`config.mk`:
```
export PLATFORM = sky130hd
export DESIGN_NAME = vpfd_mul
export DESIGN_NICKNAME = d
export VERILOG_FILES = /design/src/vpfd_mul.sv
export SDC_FILE = /design/constraint.sdc
export NUM_CORES = 2
export LEC_CHECK = 0
export BUFFER_PORTS_ARGS = -buffer_cell sky130_fd_sc_hd__buf_2
export CORE_AREA = 2 2 338 340
export DETAILED_ROUTE_END_ITERATION = 8
export DIE_AREA = 0 0 340 342
export GPL_ROUTABILITY_DRIVEN = 0
export MAX_ROUTING_LAYER = met4
export SYNTH_ARGS = -nofsm -noshare
export SYNTH_HDL_FRONTEND = slang
export SYNTH_SLANG_ARGS = --single-unit
export TNS_END_PERCENT = 30
```
`constraint.sdc`:
```
create_clock -name aclk -period 10 [get_ports aclk]
set_clock_uncertainty 0.05 [all_clocks]
set_input_delay 0.5 -clock aclk [delete_from_list [all_inputs] [get_ports aclk]]
set_output_delay 0.5 -clock aclk [all_outputs]
set_load 0.03 [all_outputs]
```
`src/vpfd_mul.sv`:
```
`timescale 1ns / 1ps
// ----------------------------------------------------------------------------
// vpfd_mul
// Shared signed multiplier with a registered product.
// ----------------------------------------------------------------------------
module vpfd_mul #(
    parameter int W = 35
) (
    input  logic                  aclk,
    input  logic signed [W-1:0]   op_a,
    input  logic signed [W-1:0]   op_b,
    output logic signed [2*W-1:0] prod
);

    logic signed [2*W-1:0] prod_reg;

    // one product per cycle
    always_ff @(posedge aclk) begin
        prod_reg <= op_a * op_b;
    end

    assign prod = prod_reg;

endmodule

```
## After elaboration in Yosys (flattened, before gate mapping)

Cells that the tools add are included.

- Input bits: 71
- Word-level logic and storage cells: 2
- Register bits: 70

- $mul: 1

Operator list:

| cell | count |
|---|---|
| $mul 35x35->70 | 1 |

## Logic depth before layout (Yosys ltp)

- Depth in word-level cells: 1
- Gate-level depth with buffers: 30

## Worst setup path before layout

No wires, ideal clock.

- Path kind: input-to-reg
- Start point: input op_a[34]
- End point: register prod_reg[68], in the netlist prod[68]
- Library setup time: 0.123 ns
- Stages on the path: 28
- Data arrival time: 8.365 ns
- Path slack: 1.462 ns
- Buffers on the path: 3
- Cells stage by stage: clkbuf_1 clkbuf_1 nand2_1 inv_1 fa_1 fa_1 fa_1 inv_1 fa_1 inv_1 fa_1 fa_1 fa_1 inv_1 fa_1 inv_1 ha_1 buf_4 a21o_1 a21o_1 a21oi_1 o21ai_0 a221o_1 a21o_1 a31oi_1 o21a_1 o21ai_1 xor2_1

- Word-level cells in the longest chain between the ends: 1

Ends and longest elaborated chain:

| what | line | RTL |
|---|---|---|
| start, declared | 10 | `input logic signed [W-1:0] op_a,` |
| $mul 35x35->70 | 19 | `prod_reg <= op_a * op_b;` |
| end signal, assigned | 19 |  |
| end, declared | 15 | `logic signed [2*W-1:0] prod_reg;` |

No other way between the ends.

## Worst setup path after layout

Same ends and word-level chain as after synthesis.

==> impl_results.md <==
- Initial core utilization: 0.396
- Status: complete, no violations
- Largest area contributor in the netlist: fa_1
- Wl on met1: between 40,000 and 50,000 µm
- Mapped Area: 0.0448 mm²
- Ys async rst share: 0
- Worst path required time: 10,200 ps
- GRT Util Overall: 0.235
- Worst-Margin Slew: between 1000 and 1500 ps
- Die W: 340 µm
- CTS tree: yes
- Post-synth EDFFs: 0
- Iter 0 DRT Violations: 1,769
- Crit path DAT: 8920 ps
- Hold Crit Depth: 3
- Final Util: 0.416
- Area growth syn-to-layout: 4.92%
- Routed wire length: 126,000 µm
- Period utilisation layout: 0.872
- # fillers: ~11,000
- Yosys warnings: 0
- Top routing layer in use: met4
- Slowest-stage cell, CP: fa_1
- Worst hold path type: input pin to register
- Max reg flops: 70
- Crit end category: register
- Post-synthesis sequential area ratio: 0.0313
- RSZ-0062 raised after global routing: no
- DR vias: 30,739
- Most frequent cells in the layout: fa_1 (1,310), inv_1 (1,158), and2_1 (667), nand2_1 (569), ha_1 (207)
- Global route overflow: 0
- Clock buffer count from CTS: 9
- Clock sink count: 70
- I/O Buffers: 140
- Worst setup SP type: input pin
- Die outline area: 0.116 mm²
- Post-synthesis sequential element count: 70
- Metal3 WL: 6170 µm
- Peak Freq: 115 MHz
- H-tree level count: 3
- Routed Antenna Nets: 0
- Final worst path period need: 8720 ps
- Post-DR wirelength/cell: 20.6 µm
- Post-CTS Setup Inserts: 0
- CTS resizes: 0
- Share of post-route cells with drive strength above 1: 0.0479
- Syn_area_per_cell: 9.60 µm²
- Core area: 0.113 mm²
- Slew Limit Fails: 0
- Critical path class: input pin to register
- Hold Crit Endpoint: prod[0]
- Design area: ~0.047 mm²
- Clock Root Buffer: clkbuf_16
- Vias per inst: 5.01
- CTS Hold Bufs: 0
- Largest net degree at the start of global routing: 36
- Setup TNS: 0 ps
- Area after DPL: ~0.047 mm²
- Commonest non-fill, non-tap cell in the layout: fa_1
- Yosys cell types: 71
- Most frequent cell on the critical path: fa_1
- Cell class contributing the biggest share of worst-path delay: adder cells
- Clock Pin Slew Worst Setup and Hold Paths: 60 ps
- Slew HR: 0.282
- Initial antenna violation count: 8
- Hpwl dp: 103,000 µm
- Row cnt: about 120
- Remaining DRCs: 0
- Synth top area share: 0.585
- Area contributors post-synth: fa_1 (59%), inv_1 (9.7%), and2_1 (9.3%)
- Max clock buf depth: 2
- Top Ports: 141
- Routed wl met2: 66,500 µm
- Cell count after synthesis: 4,671
- Maximum Capacitance Violations: 0
- Vias in the first global route: 34,416
- Syn_nets: 6,260
- DIE HEIGHT: 342 µm
- Worst Hold Launch: op_b[0]
- First-pass GRT wire length: 201,000 µm
- Nets: 6,200
- Crit-path max FO: 24
- Fin. Hold Viols: 0
- Top FF cell, synth: dfxtp_1
- Worst Path Buf+Inv: 8
- DRT Pass-1 Iters: 5
- CP max stage delay: 590 ps
- Final setup fails: 0
[layout make-up]
| class | instances | area, µm² | share of cell area |
|---|---|---|---|
| multi-input cells | 3191 | 38000 | 0.809 |
| inverters | 1159 | 4350 | 0.0925 |
| well taps | 1512 | 1890 | 0.0402 |
| flip-flops and latches | 70 | 1400 | 0.0298 |
| repair buffers | 180 | 1010 | 0.0215 |
| clock buffers | 11 | 253 | 0.00537 |
| clock inverters | 5 | 81.3 | 0.00173 |
| diodes | 5 | 12.5 | 0.000266 |
[worst max path at each step]
stage | to | cells past startpoint | slack (ps) | from
finish | prod[68] | 28 | 1280 | op_a[34]
global route | prod[68] | 28 | 830 | op_a[34]
CTS | prod[68] | 28 | 1340 | op_a[34]
detailed placement | prod[68] | 28 | 990 | op_a[34]
global placement | prod[68] | 28 | 1090 | op_a[34]
floorplan | prod[68] | 28 | 1460 | op_a[34]
[stage by stage]
step                instances  worst slack (ps)  hold WS [ps]
finish                   6133              1280           721
global placement         6112              1090           887
detailed placement       6112               985           886
global route             6132               828           734
floorplan                4671              1460           577
CTS                      6128              1340           719
[cells by family after synthesis]
group,Yosys count,share of synthesized area
adder cells (fa/ha/maj),1518,0.643
buffers and inverters,1410,0.120
AO/OA/AOI/OAI,229,0.0335
flip-flops,70,0.0313
XOR/XNOR,79,0.0154
AND/OR/NAND/NOR,1365,0.156
[synthesized netlist by cell type, types with 2 or more instances]
master	count
fa_1	1311
inv_1	1158
and2_1	667
nand2_1	569
clkbuf_1	230
ha_1	207
a21oi_1	75
dfxtp_1	70
xnor2_1	54
nor2_1	52
a21o_1	38
o21ai_0	32
xor2_1	25
nand4_1	16
nand2b_1	15
o21ai_1	13
o21bai_1	12
and3_1	11
o21a_1	9
a31oi_1	8
buf_4	8
buf_6	8
nand3_1	7
nor2b_1	5
o211ai_1	5
a211o_1	3
a211oi_1	3
and4_1	3
buf_1	3
o21ai_2	3
a2111oi_2	2
a221o_1	2
nand3_2	2
nand3b_1	2
nor3_1	2
nor4_1	2
o21ba_2	2
o31ai_1	2
or3_1	2
or4_1	2
[per-layer routing]
layer,up-vias,track usage
li1,13101,-
met1,16507,0.279
met2,902,0.411
met3,229,0.0291
met4,0,0.0796
met5,-,-
Power is left out: the tool's default activity adds up to more than one toggle a clock period on the data nets, which glitch-free logic cannot reach.
