--- config.mk ---
export PLATFORM = sky130hd
export DESIGN_NAME = vpfd_sqrt
export DESIGN_NICKNAME = d
export VERILOG_FILES = /design/src/vpfd_sqrt.sv
export SDC_FILE = /design/constraint.sdc
export NUM_CORES = 1
export LEC_CHECK = 0
export BUFFER_PORTS_ARGS = -buffer_cell sky130_fd_sc_hd__buf_4
export CORE_MARGIN = 2
export CORE_UTILIZATION = 30
export CTS_BUF_LIST = sky130_fd_sc_hd__clkbuf_8
export DETAILED_ROUTE_END_ITERATION = 8
export GPL_ROUTABILITY_DRIVEN = 0
export HOLD_SLACK_MARGIN = 0.08
export MAX_ROUTING_LAYER = met4
export REMOVE_ABC_BUFFERS = 1
export SLEW_MARGIN = 20
export SYNTH_ARGS = -nofsm -noshare
export SYNTH_HDL_FRONTEND = slang
export SYNTH_SLANG_ARGS = --single-unit
--- constraint.sdc ---
create_clock -name aclk -period 3.76 [get_ports aclk]
set_input_delay 0.752 -clock aclk [delete_from_list [all_inputs] [get_ports aclk]]
set_output_delay 0.752 -clock aclk [all_outputs]
set_load 0.01 [all_outputs]
--- src/vpfd_sqrt.sv ---
`timescale 1ns / 1ps
// ----------------------------------------------------------------------------
// vpfd_sqrt
// Digit-by-digit integer square root, one root bit per cycle.
// ----------------------------------------------------------------------------
module vpfd_sqrt #(
    parameter int IN_W = 68
) (
    input  logic              aclk,
    input  logic              aresetn,
    input  logic              start,
    input  logic [IN_W-1:0]   rad_in,
    output logic              done,
    output logic [IN_W/2-1:0] root
);

    localparam int ROOT_W = IN_W / 2;
    localparam int REM_W  = ROOT_W + 2;
    localparam int CNT_W  = $clog2(ROOT_W + 1);

    logic [IN_W-1:0]   x_reg;
    logic [REM_W-1:0]  rem_reg;
    logic [ROOT_W-1:0] root_reg;
    logic [CNT_W-1:0]  cnt_reg;
    logic              busy_reg;
    logic              done_reg;

    logic [REM_W+1:0]  r4;
    logic [REM_W+1:0]  trial;
    logic [REM_W+1:0]  diff;
    logic              fits;

    // bring down two bits and test the next root bit
    always_comb begin
        r4    = {rem_reg, x_reg[IN_W-1 -: 2]};
        trial = (REM_W + 2)'({root_reg, 2'b01});
        diff  = r4 - trial;
        fits  = r4 >= trial;
    end

    // iteration control
    always_ff @(posedge aclk) begin
        if (!aresetn) begin
            busy_reg <= 1'b0;
            done_reg <= 1'b0;
            cnt_reg  <= '0;
        end else begin
            done_reg <= 1'b0;
            if (start) begin
                busy_reg <= 1'b1;
                cnt_reg  <= CNT_W'(ROOT_W);
            end else if (busy_reg) begin
                cnt_reg <= cnt_reg - 1'b1;
                if (cnt_reg == CNT_W'(1)) begin
                    busy_reg <= 1'b0;
                    done_reg <= 1'b1;
                end
            end
        end
    end

    // datapath
    always_ff @(posedge aclk) begin
        if (start) begin
            x_reg    <= rad_in;
            rem_reg  <= '0;
            root_reg <= '0;
        end else if (busy_reg) begin
            x_reg    <= {x_reg[IN_W-3:0], 2'b00};
            rem_reg  <= fits ? diff[REM_W-1:0] : r4[REM_W-1:0];
            root_reg <= {root_reg[ROOT_W-2:0], fits};
        end
    end

    assign done = done_reg;
    assign root = root_reg;

endmodule

# Word-level counts from Yosys, hierarchy flattened
# Index checks and enable logic that the tools add are counted.
# op_classes
add_sub_neg	2
order_cmp	1
n_eq_ne	1
mux	9
n_bitwise	2
reduce_logical	3
# ops
op	n
68-bit two-way mux	2
38-bit by 36-bit >= comparator with 1-bit output	1
36-bit two-way mux	1
36-bit subtractor	1
6-bit two-way mux	2
6-bit by 1-bit == test with 1-bit output (second input constant)	1
6-bit by 1-bit subtractor with 6-bit output (second input constant)	1
1-bit two-way mux	4
3-bit OR reduction	1
1-bit NOT	2
2-bit nonzero test	1
2-bit OR reduction	1
# totals
regBits	146
out_inout_bits	35
word_cells	25

# Longest topological paths before layout
# Gate-level depths: netlist of the first run.
# depth
ltp_word	4
ltp_mapped	14
ltp_nobuf	11

# Worst setup path after synthesis of the first run
# OpenSTA, ideal clock, no wires.
# synth_path
kind	input-to-reg
start	input start
end	register x_reg[0] (enable)
setup_ns	0.423
t_arrival_ns	2.484
required_ns	3.337
setup_slack_ns	0.854
stages	3
n_path_buf	1
path_cell_list	clkbuf_1 -> nor2_1 -> inv_1
# synth_between
elab_chain_len	1
# synth_rtl
item	line	rtl
start: declaration	11	input logic start,
2-bit nonzero test (no line)	--	
end signal: assignment	65	x_reg <= rad_in;
end signal: assignment	69	x_reg <= {x_reg[IN_W-3:0], 2'b00};
end: declaration	21	logic [IN_W-1:0] x_reg;
# No other way between the ends.
# A chain may end at the register's enable or synchronous reset.

# Final worst setup path of the first run
# layout_path
start	register root_reg[29] (netlist: root[29])
end	register rem_reg[8]
# layout_between
elab_chain_len	2
# layout_rtl
item	line	rtl
start: declaration	23	logic [ROOT_W-1:0] root_reg;
start signal: assignment	71	root_reg <= {root_reg[ROOT_W-2:0], fits};
38-bit by 36-bit >= comparator with 1-bit output	38	fits = r4 >= trial;
36-bit two-way mux	70	rem_reg <= fits ? diff[REM_W-1:0] : r4[REM_W-1:0];
end signal: assignment	70	
end: declaration	22	logic [REM_W-1:0] rem_reg;
# No other way between the ends.

==> impl_metrics.env, run 1 <==
export IMPL_synthXorXnorAreaFrac=0.0386
export IMPL_max_cap_violations=0
export IMPL_multi_input_area_mm2=0.00418
export IMPL_p_total_uw=6940
export IMPL_die_y_um=169
export IMPL_powerDensity_mw_per_mm2=715
export IMPL_wl_mm=19.5
export IMPL_drt_vias_per_instance=4.95
export IMPL_setup_violations=0
export IMPL_insertion_delay_ns=0.45
export IMPL_start_util=0.304
export IMPL_worst_path_stages=12
export IMPL_synth_top_area_frac=0.250
export IMPL_synthMuxAreaShare=0.161
export IMPL_grt_max_degree=92
export IMPL_drtIter0Drc=343
export IMPL_intPower_uw=4140
export IMPL_max_freq_mhz=294
export IMPL_yosys_area_share_simple=0.111
export IMPL_syn_area_mm2=0.00817
export IMPL_seqPwrFrac=0.290
export IMPL_worst_pin_slew_ns=0.663
export IMPL_synth_area_top_cells="edfxtp_1 25%, dfxtp_1 19%, mux2_2 9.2%"
export IMPL_hold_buffers=0
export IMPL_die_x_um=169
export IMPL_cpMostUsedCell="a21o_1"
export IMPL_vias=6167
export IMPL_r2r_cells=12
export IMPL_cp_slowest_cell="nor2_4"
export IMPL_final_setup_skew_ns=0.00794
export IMPL_place_hpwl_mm=14.0
export IMPL_gr_total_overflow=0
export IMPL_fin_setup_tns_ns=0
export IMPL_arrival_ns=3.72
export IMPL_io_buffer_count=105
export IMPL_n_antenna_cell=0
export IMPL_rsz0062_at_grt="false"
export IMPL_cts_resized=0
export IMPL_p_leak_uw=0.00393
export IMPL_nFillCells=2726
export IMPL_hold_viol_final=0
export IMPL_root_buffer="clkbuf_8"
export IMPL_largest_reg_flops=68
export IMPL_die_area_mm2=0.0286
export IMPL_clock_path_buffers=2
export IMPL_drive_gt1_frac=0.246
export IMPL_synth_compound_area_frac=0.142
export IMPL_final_area_mm2=0.00970
export IMPL_path_max_fanout=21
export IMPL_core_mm2=0.0269
export IMPL_final_antenna_net_count=0
export IMPL_syn2layout_area_growth_pct=18.7
export IMPL_io_pins=106
export IMPL_finalNetCount=1001
export IMPL_syn_avg_cell_area_um2=10.1
export IMPL_drc=0
export IMPL_post_route_min_period_ns=3.40
export IMPL_hold_worst_slack_ns=0.486
export IMPL_crit_chain="inv_1, ha_1, a21o_1, a21o_1, a21oi_1, nor2b_1, o21ai_0, o2111ai_1, nor2_4, buf_12, mux2i_1, a211oi_1"
export IMPL_synth_cell_types=63
export IMPL_syn_instance_count=807
export IMPL_slew_viol_final=0
export IMPL_synth_flop_cell="dfxtp_1"
export IMPL_cts_setup_buffers=0
export IMPL_cp_num_buf_inv=2
export IMPL_numCtsBuffers=17
export IMPL_grt_use_total=0.143
export IMPL_critPathLaunchType="register"
export IMPL_clkPwrFrac=0.185
export IMPL_period_share=0.906
export IMPL_r2r_setup_slack_ns=0.36
export IMPL_htreeDepth=4
export IMPL_crit_type="reg -> reg"
export IMPL_outcome="complete, no violations"
export IMPL_cts_tree="yes"
export IMPL_worst_ep_required_time_ns=4.08
export IMPL_register_area_mm2=0.00361
export IMPL_antenna_found_initial=0
export IMPL_first_pass_iters=4
export IMPL_ys_seq_area_frac=0.441
export IMPL_holdCritPathClass="reg -> reg"
export IMPL_max_stage_delay_ns=0.49
export IMPL_vdd_drop_max_v=0.000337
export IMPL_critical_path_top_delay_family="compound AO/OA/AOI/OAI gates"
export IMPL_async_flop_share=0
export IMPL_switchingPower_uw=2790
export IMPL_grt_pass1_vias=6141
export IMPL_ys_seq_elements=146
export IMPL_yosys_area_top_type="edfxtp_1"
export IMPL_clk_pin_slew_ns=0.08
export IMPL_swShare=0.403
export IMPL_cts_sink_count=146
export IMPL_synth_edff_count=68
export IMPL_comb_power_share=0.525
export IMPL_yosys_warnings=0
export IMPL_wl_per_cell_um=15.6
export IMPL_slew_headroom=0.553
export IMPL_synth_top_family_by_area="multiplexers"
export IMPL_rows=60
export IMPL_whs_path_depth=2
export IMPL_grt_pass1_wl_mm=31.8
export IMPL_synth_fa_ha_area_frac=0.0582
export IMPL_place_area_mm2=0.00930
export IMPL_cp_end_kind="register"
-- layer usage --
layer  vias up  part of all wire  GRT usage
met4         0             0.011     0.0353
li1       3098                 -          -
met3        19             0.081     0.0547
met2       161              0.44      0.214
met5         -                 0          -
met1      2889              0.46      0.181
-- metrics by stage --
stage                     utilization  std cells  setup WS [ns]
after global placement          0.346       1214          0.469
after CTS                       0.361       1245          0.366
after floorplan                     -        759          -1.12
after global routing            0.361       1245         0.0897
final                           0.361       1245          0.355
after detailed placement        0.346       1214          0.388
-- layout by cell type (no fill, tap or decap), types with 4 or more instances in the layout --
master     count
buf_4        110
nor2_1        85
dfxtp_1       77
edfxtp_1      68
mux2_2        67
mux2i_1       56
inv_1         46
nand2_1       43
a21oi_1       39
ha_1          38
o21ai_0       27
a211oi_1      24
a21o_1        22
xnor2_1       19
xor2_1        17
clkbuf_8      17
nor3_1        13
nand3_1       11
o21a_1         9
nand4_1        9
and3_1         7
nor2b_1        7
o21bai_1       5
o31ai_1        5
nand2b_1       4
o2111ai_1      4
o211ai_1       4
o22ai_1        4
buf_12         4
-- Yosys cell counts, types with 24 or more instances --
library cell  count
ha_1             38
o21ai_0          27
nand2_1          43
inv_1            46
dfxtp_1          78
nor2_1           85
clkbuf_1         31
a211oi_1         24
a21oi_1          39
edfxtp_1         68
mux2i_1          56
mux2_2           67
-- path summary, 6_finish.rpt --
path	end	start
worst max-delay path	rem_reg[8]$_SDFFE_PP0P_	root[29]$_SDFFE_PP0P_
worst min-delay path	rem_reg[34]$_SDFFE_PP0P_	rem_reg[34]$_SDFFE_PP0P_
worst max register to register	rem_reg[8]$_SDFFE_PP0P_	root[29]$_SDFFE_PP0P_
worst min register to register	rem_reg[34]$_SDFFE_PP0P_	rem_reg[34]$_SDFFE_PP0P_
-- worst register-to-register path, delay by kind of cell, from the launching register on --
kind,cells,cell delay (ns)
buffers and inverters,2,0.31
adders and majority gates,1,0.40
muxes,1,0.23
and+or+nand+nor,2,0.58
AOI/OAI and AO/OA,6,1.34
DFF,1,0.41
-- power by group through the flow --
stage / sequential [µW] / combinational, µW / clock [µW]
floorplan: 2050 / 3340 / 0
finish: 2010 / 3640 / 1280
detailed placement: 2050 / 3580 / 0
global route: 2040 / 4020 / 1380
CTS: 2010 / 3610 / 1330
global placement: 2050 / 3560 / 0
-- cell type report --
class,instances,area share
inverter,47,0.0182
sequential,146,0.372
tap,341,0.0440
clock inverter,14,0.0168
clock buffer,17,0.0241
timing repair buffer,114,0.0934
multi-input combinational,566,0.431
-- logic make-up (layout without fill, tap and decap cells) --
group	after synthesis	in the layout
AO/OA/AOI/OAI	171	171
XOR/XNOR	36	36
adder cells (fa/ha/maj)	38	38
AND/OR/NAND/NOR	198	198
flip-flops	146	146
multiplexers	123	123
buffers and inverters	95	192
Power figures use the tool's default switching activity.
==> run 2, diff against run 1 <==
clock period = 2.91 ns   (was 3.76 ns; I/O delays follow)
==> run 2 against run 1 <==
  * Worst setup slack got worse by 0.27 ns
  * Global-route usage increased by 0.43 points
  * First-iteration DRC count decreased by 11%
  * Core utilization increased by 3.0 points
  * Non-clock buffer count increased by 68
  * Power increased by 46%
  * Critical endpoint is now rem_reg[1]$_SDFFE_PP0P_
  * Clock skew increased by 0.0057 ns
==> impl_metrics.env, run 2 (synthesized netlist as in run 1, its figures left out) <==
export IMPL_outcome="complete, no violations"
export IMPL_max_freq_mhz=354
export IMPL_fin_setup_tns_ns=0
export IMPL_setup_violations=0
export IMPL_comb_power_share=0.573
export IMPL_slew_viol_final=0
export IMPL_hold_buffers=0
export IMPL_grt_pass1_wl_mm=32.7
export IMPL_drc=0
export IMPL_syn2layout_area_growth_pct=28.6
export IMPL_clk_pin_slew_ns=0.09
export IMPL_holdCritPathClass="in -> reg"
export IMPL_finalNetCount=1069
export IMPL_grt_max_degree=69
export IMPL_rows=60
export IMPL_hold_viol_final=0
export IMPL_layout_commonest_cell="buf_4"
export IMPL_final_antenna_net_count=0
export IMPL_final_setup_skew_ns=0.0136
export IMPL_place_hpwl_mm=14.6
export IMPL_max_cap_violations=0
export IMPL_io_pins=106
export IMPL_powerDensity_mw_per_mm2=966
export IMPL_first_pass_iters=5
export IMPL_grt_pass1_vias=6368
export IMPL_crit_type="reg -> reg"
export IMPL_drtIter0Drc=306
export IMPL_drive_gt1_frac=0.339
export IMPL_vias=6444
export IMPL_start_util=0.304
export IMPL_gr_total_overflow=0
export IMPL_cts_sink_count=146
export IMPL_post_route_min_period_ns=2.83
export IMPL_seqPwrFrac=0.257
export IMPL_slew_headroom=0.458
export IMPL_wl_per_cell_um=15.5
export IMPL_largest_reg_flops=68
export IMPL_wl_mm=20.4
export IMPL_critPathLaunchType="register"
export IMPL_arrival_ns=3.20
export IMPL_cp_end_kind="register"
export IMPL_clkPwrFrac=0.170
export IMPL_numCtsBuffers=17
export IMPL_worst_pin_slew_ns=0.813
export IMPL_rsz0062_at_grt="true"
export IMPL_drt_vias_per_instance=4.90
export IMPL_antenna_found_initial=0
export IMPL_grt_use_total=0.147
export IMPL_die_area_mm2=0.0286
export IMPL_swShare=0.389
export IMPL_io_buffer_count=105
export IMPL_clock_path_buffers=2
export IMPL_p_leak_uw=0.00432
export IMPL_core_mm2=0.0269
export IMPL_cts_tree="yes"
export IMPL_layout_common_cells="176 x buf_4, 84 x nor2_1, 68 x dfxtp_1, 68 x edfxtp_1, 67 x mux2_2"
export IMPL_intPower_uw=6200
export IMPL_worst_ep_required_time_ns=3.28
export IMPL_utilization=0.391
export IMPL_path_max_fanout=9
export IMPL_switchingPower_uw=3940
export IMPL_vdd_drop_max_v=0.000472
export IMPL_n_antenna_cell=0
export IMPL_p_total_uw=10100
export IMPL_period_share=0.971
export IMPL_root_buffer="clkbuf_8"
export IMPL_htreeDepth=4
export IMPL_insertion_delay_ns=0.46
export IMPL_nFillCells=2685
export IMPL_die_y_um=169
export IMPL_die_x_um=169
-- run 2: power by group through the flow --
| stage | clock [µW] | sequential (µW) | combinational [µW] |
|---|---|---|---|
| after floorplan | 0 | 2600 | 3690 |
| after global routing | 1860 | 2640 | 6310 |
| final | 1720 | 2610 | 5810 |
| after detailed placement | 0 | 2630 | 5100 |
| after CTS | 1780 | 2590 | 5400 |
| after global placement | 0 | 2630 | 5070 |
-- run 2: final cells by class --
class                      count  area, µm²  share of cell area
clock buffer                  17        234              0.0223
clock inverter                15        181              0.0173
sequential                   146       3620               0.345
tap                          341        427              0.0406
inverter                      47        176              0.0168
multi-input combinational    566       4410               0.420
timing repair buffer         182       1450               0.138
-- run 2: layer usage --
metal  global-route usage  wire length [µm]  vias up  share of wire
met5                    -                 0        -              0
met4               0.0308               181        0         0.0089
met1                0.191              9470     3027           0.46
met3               0.0514              1530       17          0.075
met2                0.222              9210      176           0.45
li1                     -                 -     3224              -
-- run 2: per-stage QoR --
step / area, µm² / hold WS (ns) / setup WS, ns / cells
floorplan: 7960 / 0.450 / -1.97 / 759
global placement: 9730 / 0.469 / 0.0606 / 1273
detailed placement: 9730 / 0.475 / -0.0739 / 1273
CTS: 10200 / 0.335 / -0.00312 / 1309
global route: 10500 / 0.354 / -0.0733 / 1314
finish: 10500 / 0.352 / 0.0845 / 1314
-- run 2: final timing paths --
| path | from | end | slack, ns | cells after the start |
|---|---|---|---|---|
| worst max-delay path | root[15]$_SDFFE_PP0P_ | rem_reg[1]$_SDFFE_PP0P_ | 0.08 | 13 |
| worst min-delay path | aresetn | cnt_reg[1]$_SDFFE_PN0P_ | 0.35 | 2 |
| worst max register to register | root[15]$_SDFFE_PP0P_ | rem_reg[1]$_SDFFE_PP0P_ | 0.08 | 13 |
| worst min register to register | rem_reg[34]$_SDFFE_PP0P_ | rem_reg[34]$_SDFFE_PP0P_ | 0.48 | 2 |
-- run 2: critical path: stages (launching register included) --
cell and delay (ns):
dfxtp_2 0.37, inv_1 0.05, ha_1 0.30, buf_4 0.16, o21a_1 0.17, o41ai_4 0.09, a31o_1 0.26, a21o_1 0.21
a211oi_4 0.30, nor2_4 0.12, buf_12 0.14, buf_16 0.13, or2_0 0.20, a311oi_1 0.24
-- run 2: repair_timing --
action / CTS / global route
setup endpoints to repair: 18 / 36
resized for setup: 7 / 43
pin swaps: 6 / 13
hold endpoints to repair: 0 / 0
setup buffers: 3 / 5
gates cloned: 1 / 0
