==> config.mk <==
export PLATFORM = sky130hd
export DESIGN_NAME = vpfd_div
export DESIGN_NICKNAME = d
export VERILOG_FILES = /design/src/vpfd_div.sv
export SDC_FILE = /design/constraint.sdc
export NUM_CORES = 1
export LEC_CHECK = 0
export CORE_ASPECT_RATIO = 1.2
export CORE_MARGIN = 2
export CORE_UTILIZATION = 50
export CTS_CLUSTER_SIZE = 20
export DETAILED_ROUTE_END_ITERATION = 7
export DONT_BUFFER_PORTS = 1
export REMOVE_ABC_BUFFERS = 1
export SETUP_SLACK_MARGIN = 0.15
export SLEW_MARGIN = 20
export SYNTH_ARGS = -nofsm -noshare
export SYNTH_HDL_FRONTEND = slang
export SYNTH_SLANG_ARGS = --single-unit
==> constraint.sdc <==
create_clock -name aclk -period 7.6 [get_ports aclk]
set_clock_uncertainty 0.1 [all_clocks]
set_input_delay 1.52 -clock aclk [delete_from_list [all_inputs] [get_ports aclk]]
set_output_delay 1.52 -clock aclk [all_outputs]
set_load 0.05 [all_outputs]
==> src/vpfd_div.sv <==
`timescale 1ns / 1ps
// ----------------------------------------------------------------------------
// vpfd_div
// Restoring divider, one quotient bit per cycle.
// ----------------------------------------------------------------------------
module vpfd_div #(
    parameter int NUM_W = 100,
    parameter int DEN_W = 66
) (
    input  logic             aclk,
    input  logic             aresetn,
    input  logic             start,
    input  logic [NUM_W-1:0] num,
    input  logic [DEN_W-1:0] den,
    output logic             done,
    output logic [NUM_W-1:0] quo
);

    localparam int CNT_W = $clog2(NUM_W + 1);

    logic [DEN_W-1:0] rem_reg;
    logic [NUM_W-1:0] quo_reg;
    logic [DEN_W-1:0] den_reg;
    logic [CNT_W-1:0] cnt_reg;
    logic             busy_reg;
    logic             done_reg;

    logic [DEN_W:0]   shifted;
    logic [DEN_W:0]   diff;
    logic             fits;
    logic [DEN_W-1:0] rem_next;

    // shift in the next numerator bit and trial subtract
    always_comb begin
        shifted  = {rem_reg, quo_reg[NUM_W-1]};
        diff     = shifted - {1'b0, den_reg};
        fits     = shifted >= {1'b0, den_reg};
        rem_next = fits ? diff[DEN_W-1:0] : shifted[DEN_W-1:0];
    end

    // iteration control
    always_ff @(posedge aclk) begin
        if (!aresetn) begin
            busy_reg <= 1'b0;
            done_reg <= 1'b0;
            cnt_reg  <= '0;
        end else begin
            done_reg <= 1'b0;
            if (start) begin
                busy_reg <= 1'b1;
                cnt_reg  <= CNT_W'(NUM_W);
            end else if (busy_reg) begin
                cnt_reg <= cnt_reg - 1'b1;
                if (cnt_reg == CNT_W'(1)) begin
                    busy_reg <= 1'b0;
                    done_reg <= 1'b1;
                end
            end
        end
    end

    // datapath
    always_ff @(posedge aclk) begin
        if (start) begin
            rem_reg <= '0;
            quo_reg <= num;
            den_reg <= den;
        end else if (busy_reg) begin
            rem_reg <= rem_next;
            quo_reg <= {quo_reg[NUM_W-2:0], fits};
        end
    end

    assign done = done_reg;
    assign quo  = quo_reg;

endmodule

After elaboration in Yosys (flattened, before gate mapping)
Index checks and enable logic that the tools add are counted.
Widths: inputs -> output; s select.
{"block": "word_totals", "register_bits": 241, "input_bits": 169, "out_inout_bits": 101, "elab_cells": 25}
{"block": "classes", "addsub": 2, "magnitude_cmp": 1, "eq_ne": 1, "muxes": 9, "n_bitwise": 2, "reduce_logical": 3}
{"cell": "$mux 100", "n": 2}
{"cell": "$ge 67x66->1", "n": 1}
{"cell": "$mux 66", "n": 1}
{"cell": "$sub 66x66->66", "n": 1}
{"cell": "$mux 7", "n": 2}
{"cell": "$eq 7x1->1 const B", "n": 1}
{"cell": "$sub 7x1->7 const B", "n": 1}
{"cell": "$mux 1", "n": 4}
{"cell": "$reduce_or 3->1", "n": 1}
{"cell": "$not 1->1", "n": 2}
{"cell": "$reduce_bool 2->1", "n": 1}
{"cell": "$reduce_or 2->1", "n": 1}

Depth between registers and ports, before layout
Gate-level depths: netlist (run 1).
{"block": "logic_depth", "depth_word": 4, "mapped_depth": 15, "mapped_depth_nobuf": 14}

Least setup slack after synthesis (run 1)
Ideal clock, no wire load.
{"block": "synth_path", "path_kind": "in2reg", "startpoint": "input start", "endpoint": "register quo_reg[0] (netlist: quo[0]) (enable)", "setup_ps": 453, "t_arrival_ps": 3837, "required_time_ps": 7047, "slack_ps": 3210, "path_stages": 3, "n_path_buf": 1, "cell_sequence": "clkbuf_1 -> nor2_1 -> inv_1"}
{"block": "synth_between", "elab_chain_len": 1}
{"element": "start: declaration", "line": "12", "source": "input logic start,"}
{"element": "$reduce_bool 2->1 (no source line)"}
{"element": "end signal: assignment", "line": "66", "source": "quo_reg <= num;"}
{"element": "end signal: assignment", "line": "70", "source": "quo_reg <= {quo_reg[NUM_W-2:0], fits};"}
{"element": "end: declaration", "line": "22", "source": "logic [NUM_W-1:0] quo_reg;"}
Every way passes these cells.
A chain may end at the register's enable or synchronous reset.

Final worst setup path (run 1)
{"block": "layout_path", "startpoint": "register quo_reg[99] (netlist: quo[99])", "endpoint": "register rem_reg[34]"}
{"block": "layout_between", "elab_chain_len": 2, "elab_cells_between_ends": 3, "cone_classes": "add/sub: 1; order compare: 1; mux: 1"}
{"element": "$sub 66x66->66 or $ge 67x66->1 (tied branches)", "line": "36, 37"}
{"element": "$mux 66 (*)", "line": "38", "source": "rem_next = fits ? diff[DEN_W-1:0] : shifted[DEN_W-1:0];"}
{"element": "end signal: assignment", "line": "69", "source": "rem_reg <= rem_next;"}
{"element": "end: declaration", "line": "21", "source": "logic [DEN_W-1:0] rem_reg;"}
Every way passes the cells marked *; elsewhere a longest branch is shown, timed or not.

==> results.py, run 1 <==
metrics = {
    "power": {
        "p_sw_mw": 1.24,
        "power.internal_mw": 2.58,
        "p_leak_nw": 5.77,
        "ir_drop_uv": 196,
        "comb_power_share_pct": 18.3,
        "power_density_mw_per_mm2": 254,
        "clkPwrFrac_pct": 33.7,
        "p_total_mw": 3.82,
        "p_seq_share_pct": 47.9,
        "swShare_pct": 32.4,
    },
    "floorplan": {
        "dieArea_mm2": 0.0294,
        "io_pins": 270,
        "rows": 67,
        "floorplan.initialDensity_pct": 50.4,
        "dieWidth_um": 157,
        "dieHeight_um": 187,
        "core_area_mm2": 0.0277,
    },
    "detailed_routing": {
        "detail-route-antenna-nets": 0,
        "drt_first_pass_iters": 5,
        "finalWirelength_um": 36200,
        "first_iter_violations": 556,
        "routedWlPerCell_um": 20.4,
        "via_per_inst": 5.94,
        "drcViolationCount": 0,
        "vias": 10500,
    },
    "grt": {
        "grt_pass1_wl_um": 56400,
        "use_met3_pct": 7.67,
        "grt_pass1_vias": 10400,
        "antenna_found_initial": 7,
        "grt_max_degree": 232,
        "grtUsageMet1_pct": 29.7,
        "gr-usage-all-layers_pct": 24.2,
        "busiest_layer": "met2",
        "grt_use_met2_pct": 40.4,
        "gr-total-overflow": 0,
    },
    "synth": {
        "yosys_warnings": 0,
        "synth-async-reset-ratio_pct": 0,
        "synth-seq-cells": 241,
        "seq_area_frac_synth_pct": 46.3,
        "synth-edff-count": 166,
        "ys.flop_type": "edfxtp_1",
        "synthCells": 1411,
        "avgSynthCellArea_um2": 9.92,
        "synth_cell_types": 71,
        "syn_area_mm2": 0.0140,
    },
    "clocking": {
        "clkLatencyLatePin_ns": 0.55,
        "root_buffer": "clkbuf_16",
        "clk_path_buf_depth": 3,
        "cts_resized": 0,
        "clkTransAtPathRegs_ns": 0.06,
        "cts_tree": "built",
        "hold_buffers": 0,
        "cts.htree.levels": 1,
        "cts_sinks": 241,
        "cts_buffers": 26,
        "cts_setup_buffers": 0,
    },
    "hold_path": {
        "holdPathStages": 2,
        "min_path_type": "flop to flop",
    },
    "placed_design": {
        "hpwl_um": 26100,
        "dpl.cell_count": 1725,
        "io_buffers": 0,
        "place.gp.congestion": 0.918,
    },
    "worst_setup_path": {
        "worst-setup-path-type": "flop to flop",
        "critPathLaunchType": "flop",
        "cp_max_fo": 5,
        "arrival_ns": 4.80,
        "rr_worst_depth": 14,
        "worstSetupEndpointType": "flop",
        "cp.required_ns": 7.93,
    },
    "final_layout": {
        "largest_reg_flops": 100,
        "syn2layout_area_growth_pct": 7.66,
        "stdcell_count": 1774,
        "num-nets-final": 1612,
        "drive_gt1_share_pct": 12.3,
    },
    "sta": {
        "period_minus_slack_ns": 4.47,
        "fin_setup_tns_ns": 0,
        "grt_setup_unrepaired": "no",
        "setup_viol": 0,
        "period_share_pct": 58.8,
        "hold_violations": 0,
        "worst_pin_slew_ns": 0.841,
        "slew_headroom_pct": 43.3,
        "fmax_ghz": 0.224,
        "slew_violations": 0,
    },
    "job": {
        "cap_violations": 0,
    },
    "run_status": {
        "outcome": "completed",
    },
}
[metal layers]
metal,vias to the layer above,share of wire (%)
met5,-,0.069
li1,5102,-
met3,73,9.2
met2,379,47
met1,4970,41
met4,6,2.9
[cell usage after synthesis, types with 6 or more instances]
library cell  number  share of area (%)
a211oi_1          12               0.64
a21boi_0           8               0.43
a21o_1            22                1.2
a21oi_1          107                3.8
a311oi_1          36                2.3
a31oi_1           13               0.58
and3_1            12               0.54
and4_1             7               0.44
buf_6              8               0.64
clkbuf_1          57                1.5
dfxtp_1           75                 11
edfxtp_1         166                 36
ha_1              68                6.1
inv_1             95                2.5
mux2_2           100                8.0
nand2_1          163                4.4
nand3_1           17               0.61
nand4_1           25                1.1
nor2_1           119                3.2
nor2b_1           12               0.54
nor3_1            26               0.93
o211ai_1           7               0.38
o21a_1             6               0.32
o21ai_0           63                2.3
o21bai_1          20                1.1
o221ai_1           6               0.38
o22ai_1            8               0.36
o31ai_1            6               0.32
or4_1              8               0.43
xnor2_1           42                2.6
xor2_1            17                1.1
[through the flow]
stage / hold slack [ns] / cell area [um2] / util [%] / setup WS (ns)
floorplan: 0.363 / 13700 / - / 2.50
global placement: 0.375 / 14200 / 51.1 / 3.25
detailed placement: 0.383 / 14200 / 51.1 / 3.21
CTS: 0.389 / 15100 / 54.3 / 3.19
global route: 0.418 / 15100 / 54.3 / 2.80
finish: 0.387 / 15100 / 54.3 / 3.13
[final timing paths]
check / startpoint / to / slack, ns
worst min register to register: cnt_reg[1] / cnt_reg[1] / 0.39
worst max register to register: quo[99] / rem_reg[34] / 3.13
worst max-delay path: quo[99] / rem_reg[34] / 3.13
worst min-delay path: cnt_reg[1] / cnt_reg[1] / 0.39
[critical path: stages (launching register included)]
cell and delay, ns:
edfxtp_1 0.63, inv_1 0.13, ha_1 0.17, inv_1 0.05, fa_1 0.43, a211oi_1 0.40
o21ai_0 0.17, a21oi_1 0.30, o311ai_1 0.21, o21ai_0 0.72, o21ai_0 0.27, a31oi_1 0.26
xnor2_1 0.14, nand2_1 0.08, a311oi_1 0.30
[layout make-up]
type	instances	area, um2
Sequential cell	241	6490
Tap cell	379	474
Antenna cell	1	2.50
Clock buffer	33	738
Inverter	96	363
Multi-Input combinational cell	1004	6820
Fill cell	2523	12700
Timing Repair Buffer	5	37.5
Clock inverter	15	140
[power groups by stage]
stage               sequential, mW  combinational (mW)  clock (mW)
finish                        1.83               0.701        1.29
global route                  1.85               0.780        1.37
CTS                           1.83               0.696        1.32
detailed placement            1.86               0.693           0
global placement              1.86               0.690           0
floorplan                     1.83               0.542           0
[cell families after synthesis]
group                      count (synthesis)  synth area share (%)
AOI/OAI and AO/OA                        352                  16.7
xor gates and xnor gates                  59                  3.69
adders and majority gates                 69                  6.22
and+or+nand+nor                          419                  13.7
buffers and inverters                    166                  4.92
DFF                                      241                  46.3
muxes                                    105                  8.40
[cells in the final DEF, fill, tap and decap left out, drive strengths merged, types with 6 or more instances in the layout]
cell	count
o211ai	7
nor3	27
o21bai	20
and4	7
a21oi	107
nand3	17
o221ai	6
and3	12
xor2	17
a21o	22
ha	68
a31oi	14
o31ai	7
o21a	6
edfxtp	166
nand2	164
dfxtp	75
mux2	100
o21ai	65
inv	96
nor2	119
or4	8
nor2b	12
a311oi	41
clkinv	9
a21boi	9
nand4	25
xnor2	42
clkbuf	33
a211oi	12
o22ai	8
Power figures use the tool's default switching activity.
==> inputs of run 2 (changes only) <==
--- a/config.mk
+++ b/config.mk
@@ -11,6 +11,7 @@
 export CTS_CLUSTER_SIZE = 20
 export DETAILED_ROUTE_END_ITERATION = 7
 export DONT_BUFFER_PORTS = 1
+export PLACE_DENSITY = 0.68
 export REMOVE_ABC_BUFFERS = 1
 export SETUP_SLACK_MARGIN = 0.15
 export SLEW_MARGIN = 20
==> constraint.sdc (replaced) <==
create_clock -name aclk -period 3.68 [get_ports aclk]
set_clock_uncertainty 0.1 [all_clocks]
set_input_delay 0.736 -clock aclk [delete_from_list [all_inputs] [get_ports aclk]]
set_output_delay 0.736 -clock aclk [all_outputs]
set_load 0.05 [all_outputs]
==> run 2 against run 1 <==
Effect of this change:
- clock power rose by 93%
- largest power group unchanged
- critical path type unchanged
- power rose by 100%
- final area rose by 1.6%
- highest routed layer unchanged
==> results.py, run 2 (same netlist as run 1, synthesis figures left out) <==
metrics = {
    "run_status": {
        "outcome": "completed",
    },
    "power": {
        "comb_power_share_pct": 19.6,
        "p_total_mw": 7.81,
        "clkPwrFrac_pct": 31.9,
        "swShare_pct": 33.6,
        "power_density_mw_per_mm2": 510,
        "power.internal_mw": 5.18,
        "p_sw_mw": 2.63,
        "p_leak_nw": 5.87,
        "p_seq_share_pct": 48.5,
        "ir_drop_uv": 427,
    },
    "job": {
        "cap_violations": 0,
    },
    "sta": {
        "setup_viol": 0,
        "grt_setup_unrepaired": "yes",
        "hold_violations": 0,
        "fin_setup_tns_ns": 0,
        "period_minus_slack_ns": 3.38,
        "fin_hold_ws_ns": 0.187,
        "slew_violations": 0,
        "worst_pin_slew_ns": 0.836,
        "slew_headroom_pct": 44.3,
        "period_share_pct": 91.7,
        "fin_ws_ns": 0.304,
        "fmax_ghz": 0.296,
    },
    "detailed_routing": {
        "vias": 10800,
        "routedWlPerCell_um": 21.1,
        "first_iter_violations": 636,
        "drt_first_pass_iters": 5,
        "finalWirelength_um": 38100,
        "drcViolationCount": 0,
        "via_per_inst": 5.97,
        "detail-route-antenna-nets": 0,
    },
    "clocking": {
        "clk_path_buf_depth": 3,
        "clkLatencyLatePin_ns": 0.54,
        "cts_buffers": 26,
        "cts_setup_buffers": 0,
        "clkTransAtPathRegs_ns": 0.06,
        "cts_sinks": 241,
        "root_buffer": "clkbuf_16",
        "cts.htree.levels": 1,
        "cts_tree": "built",
    },
    "floorplan": {
        "rows": 67,
        "floorplan.initialDensity_pct": 50.4,
        "dieWidth_um": 157,
        "dieHeight_um": 187,
        "io_pins": 270,
        "dieArea_mm2": 0.0294,
        "core_area_mm2": 0.0277,
    },
    "worst_setup_path": {
        "slowest_delay_ns": 0.53,
        "arrival_ns": 3.65,
        "reg2reg_slack_ns": 0.30,
        "cp.required_ns": 3.96,
        "critPathLaunchType": "flop",
        "crit_path_cell_trace": "inv_1 -> ha_1 -> a21o_1 -> a31oi_2 -> nor2_1 -> or4_1 -> a22o_1 -> nor3_1 -> o31ai_1 -> xor2_1 -> mux2i_1 -> a211oi_1",
        "worstSetupEndpointType": "flop",
        "cp_max_fo": 3,
        "worst-setup-path-type": "flop to flop",
        "critical_path.slowest_cell": "or4_1",
    },
    "placed_design": {
        "io_buffers": 0,
        "post-place-ws_ns": 0.119,
        "hpwl_um": 27900,
        "place.gp.congestion": 0.936,
        "dpl.cell_count": 1746,
        "placed_area_mm2": 0.0144,
    },
    "grt": {
        "gr-total-overflow": 0,
        "antenna_found_initial": 17,
        "grt_max_degree": 232,
        "grt_pass1_wl_um": 58300,
        "gr-usage-all-layers_pct": 25.3,
        "grt_pass1_vias": 10700,
    },
    "final_layout": {
        "layout_commonest_cell": "edfxtp_1",
        "drive_gt1_share_pct": 14.3,
        "multiInputGateArea_mm2": 0.00690,
        "regArea_mm2": 0.00649,
        "syn2layout_area_growth_pct": 9.38,
        "layout_common_cells": "edfxtp_1, nand2_1, nor2_1",
        "stdcell_count": 1805,
        "stdcell_area_mm2": 0.0153,
        "fin_util_pct": 55.2,
        "largest_reg_flops": 100,
        "num-nets-final": 1633,
        "fillCellCount": 2466,
    },
    "hold_path": {
        "min_path_type": "primary input to flop",
    },
}
==> run 2: cell count changes in the layout (fill, tap and decap cells not counted), sizes merged <==
cell    previous run  this run
clkinv             9        14
bufinv             2         0
buf                5        26
clkbuf            33        29
inv               96        97
diode              1        11
==> run 2: layer usage <==
layer  track usage [%]  vias up  wire, um
met3              9.34       71      3950
li1                  -     5143         -
met4              7.83       10       998
met2              42.3      435     18300
met1              30.2     5117     14800
met5                 0        -        57
==> run 2: final cells by class <==
type                    instances  share of cell area [%]
well taps                     379                    3.10
inverters                      96                    2.39
diodes                         11                   0.180
clock buffers                  29                    4.53
repair buffers                 26                    1.54
flip-flops and latches        241                    42.4
clock inverters                19                   0.785
multi-input cells            1004                    45.1
==> run 2: power groups by stage <==
stage	logic, mW	registers, mW	clock network, mW
after detailed placement	1.48	3.84	0
after floorplan	1.12	3.77	0
final	1.53	3.79	2.49
after global placement	1.46	3.83	0
after CTS	1.49	3.79	2.55
after global routing	1.69	3.81	2.64
==> run 2: critical path, delay by kind of cell, from the launching register on <==
family / cells / cell delay [ns]
AND/OR/NAND/NOR: 3 / 1.09
multiplexers: 1 / 0.16
buffers and inverters: 1 / 0.07
flip-flops: 1 / 0.37
XOR/XNOR: 1 / 0.17
adder cells (fa/ha/maj): 1 / 0.25
AO/OA/AOI/OAI: 5 / 1.00
==> run 2: timing repair <==
action                                  4_1_cts  5_1_grt
pin swaps                                     0        4
resized for setup                             2       24
hold buffers                                  0        0
endpoints found under the setup margin       10       63
==> run 2: final timing paths <==
| kind | start | endpoint | cells past startpoint |
|---|---|---|---|
| min | den[29] | den_reg[29] | 0 |
| min reg2reg | cnt_reg[1] | cnt_reg[1] | 2 |
| max reg2reg | den_reg[36] | rem_reg[51] | 12 |
| max | den_reg[36] | rem_reg[51] | 12 |
